==> src/sv/fba_pkg.sv <==
package fba_pkg;

  localparam int OP_W      = 2;
  localparam int FRAME_W   = 16;
  localparam int LENGTH_W  = 17;
  localparam int CFG_W     = 16;
  // Bit offsets inside a map word; wide enough for the largest word size.
  localparam int BIT_IDX_W = 6;

  typedef enum logic [OP_W-1:0] {
    OP_FREE  = 2'd0,
    OP_ALLOC = 2'd1,
    OP_QUERY = 2'd2,
    OP_NEW   = 2'd3
  } op_t;

  typedef enum logic [2:0] {
    ST_CLEAR,
    ST_IDLE,
    ST_DIV,
    ST_SPLIT,
    ST_RANGE,
    ST_QUERY,
    ST_SEARCH,
    ST_RESP
  } state_t;

  typedef enum logic [1:0] {
    WU_SET,
    WU_CLEAR,
    WU_SEARCH
  } wu_mode_t;

  typedef struct packed {
    wu_mode_t               mode;
    logic [BIT_IDX_W-1:0]   lo;
    logic [BIT_IDX_W-1:0]   hi;
    logic                   skip_bit0;
  } wu_ctrl_t;

  typedef struct packed {
    logic                   hit;
    logic [BIT_IDX_W-1:0]   idx;
  } wu_stat_t;

endpackage

==> src/sv/fba_word_unit.sv <==
module fba_word_unit #(
  parameter int WORD_BITS = 32
) (
  input  logic [WORD_BITS-1:0] rd_data,
  input  fba_pkg::wu_ctrl_t    ctrl,
  output logic [WORD_BITS-1:0] wr_data,
  output fba_pkg::wu_stat_t    stat
);

  logic [WORD_BITS-1:0] mask;
  logic [WORD_BITS-1:0] cand;
  logic [WORD_BITS-1:0] one_hot;

  always_comb begin
    for (int i = 0; i < WORD_BITS; i++) begin
      mask[i] = (fba_pkg::BIT_IDX_W'(i) >= ctrl.lo) && (fba_pkg::BIT_IDX_W'(i) <= ctrl.hi);
    end
    cand = rd_data & mask;
    if (ctrl.skip_bit0) begin
      cand[0] = 1'b0;
    end
  end

  // The highest free bit wins, since the search runs downward.
  always_comb begin
    stat.hit = 1'b0;
    stat.idx = '0;
    for (int i = 0; i < WORD_BITS; i++) begin
      if (cand[i]) begin
        stat.hit = 1'b1;
        stat.idx = fba_pkg::BIT_IDX_W'(i);
      end
    end
  end

  assign one_hot = {{(WORD_BITS-1){1'b0}}, 1'b1} << stat.idx;

  always_comb begin
    case (ctrl.mode)
      fba_pkg::WU_SET:    wr_data = rd_data | mask;
      fba_pkg::WU_CLEAR:  wr_data = rd_data & ~mask;
      fba_pkg::WU_SEARCH: wr_data = stat.hit ? (rd_data & ~one_hot) : rd_data;
      default:            wr_data = rd_data;
    endcase
  end

endmodule

==> config.mk <==
export PLATFORM = sky130hd
export DESIGN_NAME = fba_word_unit
export DESIGN_NICKNAME = d
export VERILOG_FILES = /design/src/sv/fba_pkg.sv /design/src/sv/fba_word_unit.sv
export SDC_FILE = /design/constraint.sdc
export NUM_CORES = 1
export LEC_CHECK = 0
export ABC_AREA = 1
export BUFFER_PORTS_ARGS = -buffer_cell sky130_fd_sc_hd__buf_2
export CAP_MARGIN = 10
export CORE_MARGIN = 3
export CORE_UTILIZATION = 45
export DETAILED_ROUTE_END_ITERATION = 6
export PLACE_DENSITY = 0.71
export REMOVE_ABC_BUFFERS = 1
export SYNTH_ARGS = -nofsm -noshare
export SYNTH_HDL_FRONTEND = slang
export SYNTH_SLANG_ARGS = --single-unit
==> constraint.sdc <==
create_clock -name vclk -period 4.84
set_input_delay 1.21 -clock vclk [all_inputs]
set_output_delay 1.21 -clock vclk [all_outputs]
set_load 0.1 [all_outputs]
==> flow_summary.yaml <==
worst_hold_path:
  min_path_type: "in -> out"
global_route:
  antenna_found_initial: 0
  grt_pass1_wl_mm: 21.8
  overflow: 0
  grt_max_degree: 31
  grt_pass1_vias: 4697
  grt_util_all_layers: 0.433
timing:
  hold_slack_ns: 2.82
  setup_viol: 36
  fmax_mhz: 167
  layout_setup_ws_ns: -1.16
  timing.final.crit_share: 1.24
  slew_headroom: 0.487
  tightestPinTransition_ns: 0.769
  hold_viol_final: 0
  drv_slew: 0
  post-route-min-period_ns: 6.00
  rsz0062_at_grt: "true"
synthesis:
  avgSynthCellArea_um2: 4.71
  syn-cell-area_um2: 2420
  yosysTopAreaCell: "nand2_1"
  netlist_top_cells_area: "nand2_1 28%, inv_1 10%, o21ai_0 8.9%"
  ys_seq_area_frac: 0
  yosysWarnings: 0
  post_synth_inst_count: 514
  synth.distinct_cells: 44
  synth_top_area_share: 0.276
floorplan:
  die_w_um: 79.4
  io_pins: 86
  start_util: 0.468
  dieArea_um2: 6300
  row_count: 26
  fp.dieH_um: 79.4
  core-area_um2: 5170
drt:
  ant_nets: 0
  met3_length_mm: 3.06
  wl_met2_mm: 7.18
  wl_mm: 18.2
  drt_first_pass_iters: 7
  drc: 98
  via_per_inst: 6.93
  met1_length_mm: 5.60
  post_drt_wl_per_cell_um: 22.9
  routed.top_layer: "met4"
  via_count: 5493
  drt_iter0_drc: 1062
power:
  p_int_uw: 341
  powerDensity_nw_per_um2: 206
  p_leak_uw: 0.00256
  switching_share: 0.661
  power.share.clock: 0
  seqPwrFrac: 0
  combPwrFrac: 1.000
  ir_worst_vdd_mv: 0.225
  p_total_uw: 1010
  power.switching_uw: 665
setup_path:
  crit_arrival_ns: 4.79
  worst-setup-path-type: "in -> out"
  cp_max_fo: 6
  cp-start-kind: "input pin"
  required_ns: 3.63
  end_kind: "output port"
place:
  port_buffers: 85
  place_ws_ns: -0.552
  dp_hpwl_mm: 10.4
  place_inst: 778
  routabilityCongestion: 1.12
final_layout:
  drive_gt1_frac: 0.458
  final_cell_count_no_fill: 793
  nNetsFinal: 772
  antenna-diode-count: 0
  seq_area_um2: 0
  utilization: 0.945
  clkbuf_count: 0
  seq_cell_count: 0
  area_growth_syn_to_layout_pct: 102
flow_run:
  drv_cap: 0
status:
  violations: "design-rule violations, negative setup slack"
  status: "finished with violations"
[worst max-delay path: stages]
cell and delay (ns):
buf_2 0.16, nor2_2 0.17, buf_4 0.13, o21ai_0 0.14
inv_1 0.15, nand2_1 0.11, nor2_1 0.46, nand2_1 0.21
nand2_1 0.11, nand2_1 0.06, nand2_1 0.08, nand2_1 0.08
nand2_1 0.06, nand2_1 0.05, nand2_1 0.06, nand2_1 0.05
nand2_1 0.09, nand2_1 0.14, nand2_1 0.13, nand2_2 0.07
nand2_4 0.10, nand4_1 0.20, nor2_2 0.26, nand3_1 0.11
nand2_1 0.08, a21boi_1 0.11, buf_12 0.21
[synthesized netlist by cell type (5+ instances only)]
cell type,count
a21boi_1,6
a21oi_1,20
clkbuf_1,10
inv_1,65
nand2_1,178
nand2_2,5
nand3_1,35
nand4_1,11
nor2_1,56
nor2_2,6
nor2_4,6
nor3_1,5
o211ai_1,7
o21ai_0,43
o21ai_1,5
o22ai_1,5
[worst paths after layout]
| kind | from | end | slack [ns] | cells after the start |
|---|---|---|---|---|
| setup / recovery | ctrl[9] | wr_data[18] | -1.16 | 27 |
| hold / removal | rd_data[12] | wr_data[12] | 2.82 | 4 |
[repair_timing]
action | in CTS | in global routing
endpoints found under the hold margin | 0 | 0
pin swaps | 16 | 38
buffers inserted | 9 | 11
endpoints found under the setup margin | 32 | 34
hold buffers | 0 | 0
gates resized for setup | 59 | 70
[cell type report]
cell class,instances,area (um2)
Inverter,72,275
Fill cell,161,284
Tap cell,70,87.6
Timing Repair Buffer,224,2060
Multi-Input combinational cell,427,2460
[metrics by stage]
stage | setup TNS (ns) | instance area (um2)
after global routing | -39.30 | 4890
after CTS | -12.24 | 4540
after floorplan | -48.00 | 2360
final | -33.79 | 4890
after global placement | -11.69 | 4300
after detailed placement | -14.20 | 4300
[kinds of logic after synthesis]
logic type | after synthesis | synth area share
AO/OA/AOI/OAI | 109 | 0.271
multiplexers | 3 | 0.0124
buffers and inverters | 87 | 0.138
AND/OR/NAND/NOR | 314 | 0.577
other | 1 | 0.00155
[cell usage in the layout, fill, tap and decap left out, types with 2 or more instances in the layout]
cell       instances
nand2_1          162
buf_4            136
inv_1             60
nor2_1            46
buf_2             44
o21ai_0           37
buf_12            32
nand3_1           22
nand2_2           17
nor2_4            15
nand3_2           15
a21oi_1           14
nand4_1           11
o21ai_2            9
inv_2              8
buf_6              8
nor2_2             7
o211ai_1           7
a21boi_2           7
a21oi_2            6
nand2_4            5
nor3_1             3
o21a_1             3
nor3_4             3
o21ai_1            3
nand3_4            3
o22ai_2            3
mux2i_1            3
clkbuf_16          3
inv_4              2
nor4_1             2
clkinv_1           2
a22oi_1            2
a21boi_1           2
o22ai_1            2
o21bai_1           2
a22oi_2            2
[layer usage]
layer | up-vias | global-route usage
met2 | 761 | 0.710
met4 | 0 | 0.261
li1 | 2101 | -
met5 | - | 0
met1 | 2300 | 0.516
met3 | 331 | 0.0892
[power by group through the flow]
stage	registers [uW]	clock network [uW]	logic (uW)
2_1_floorplan	0	0	480
3_3_place_gp	0	0	827
3_5_place_dp	0	0	841
4_1_cts	0	0	872
5_1_grt	0	0	1030
6_report	0	0	1010
(Power assumes the default switching activity.)
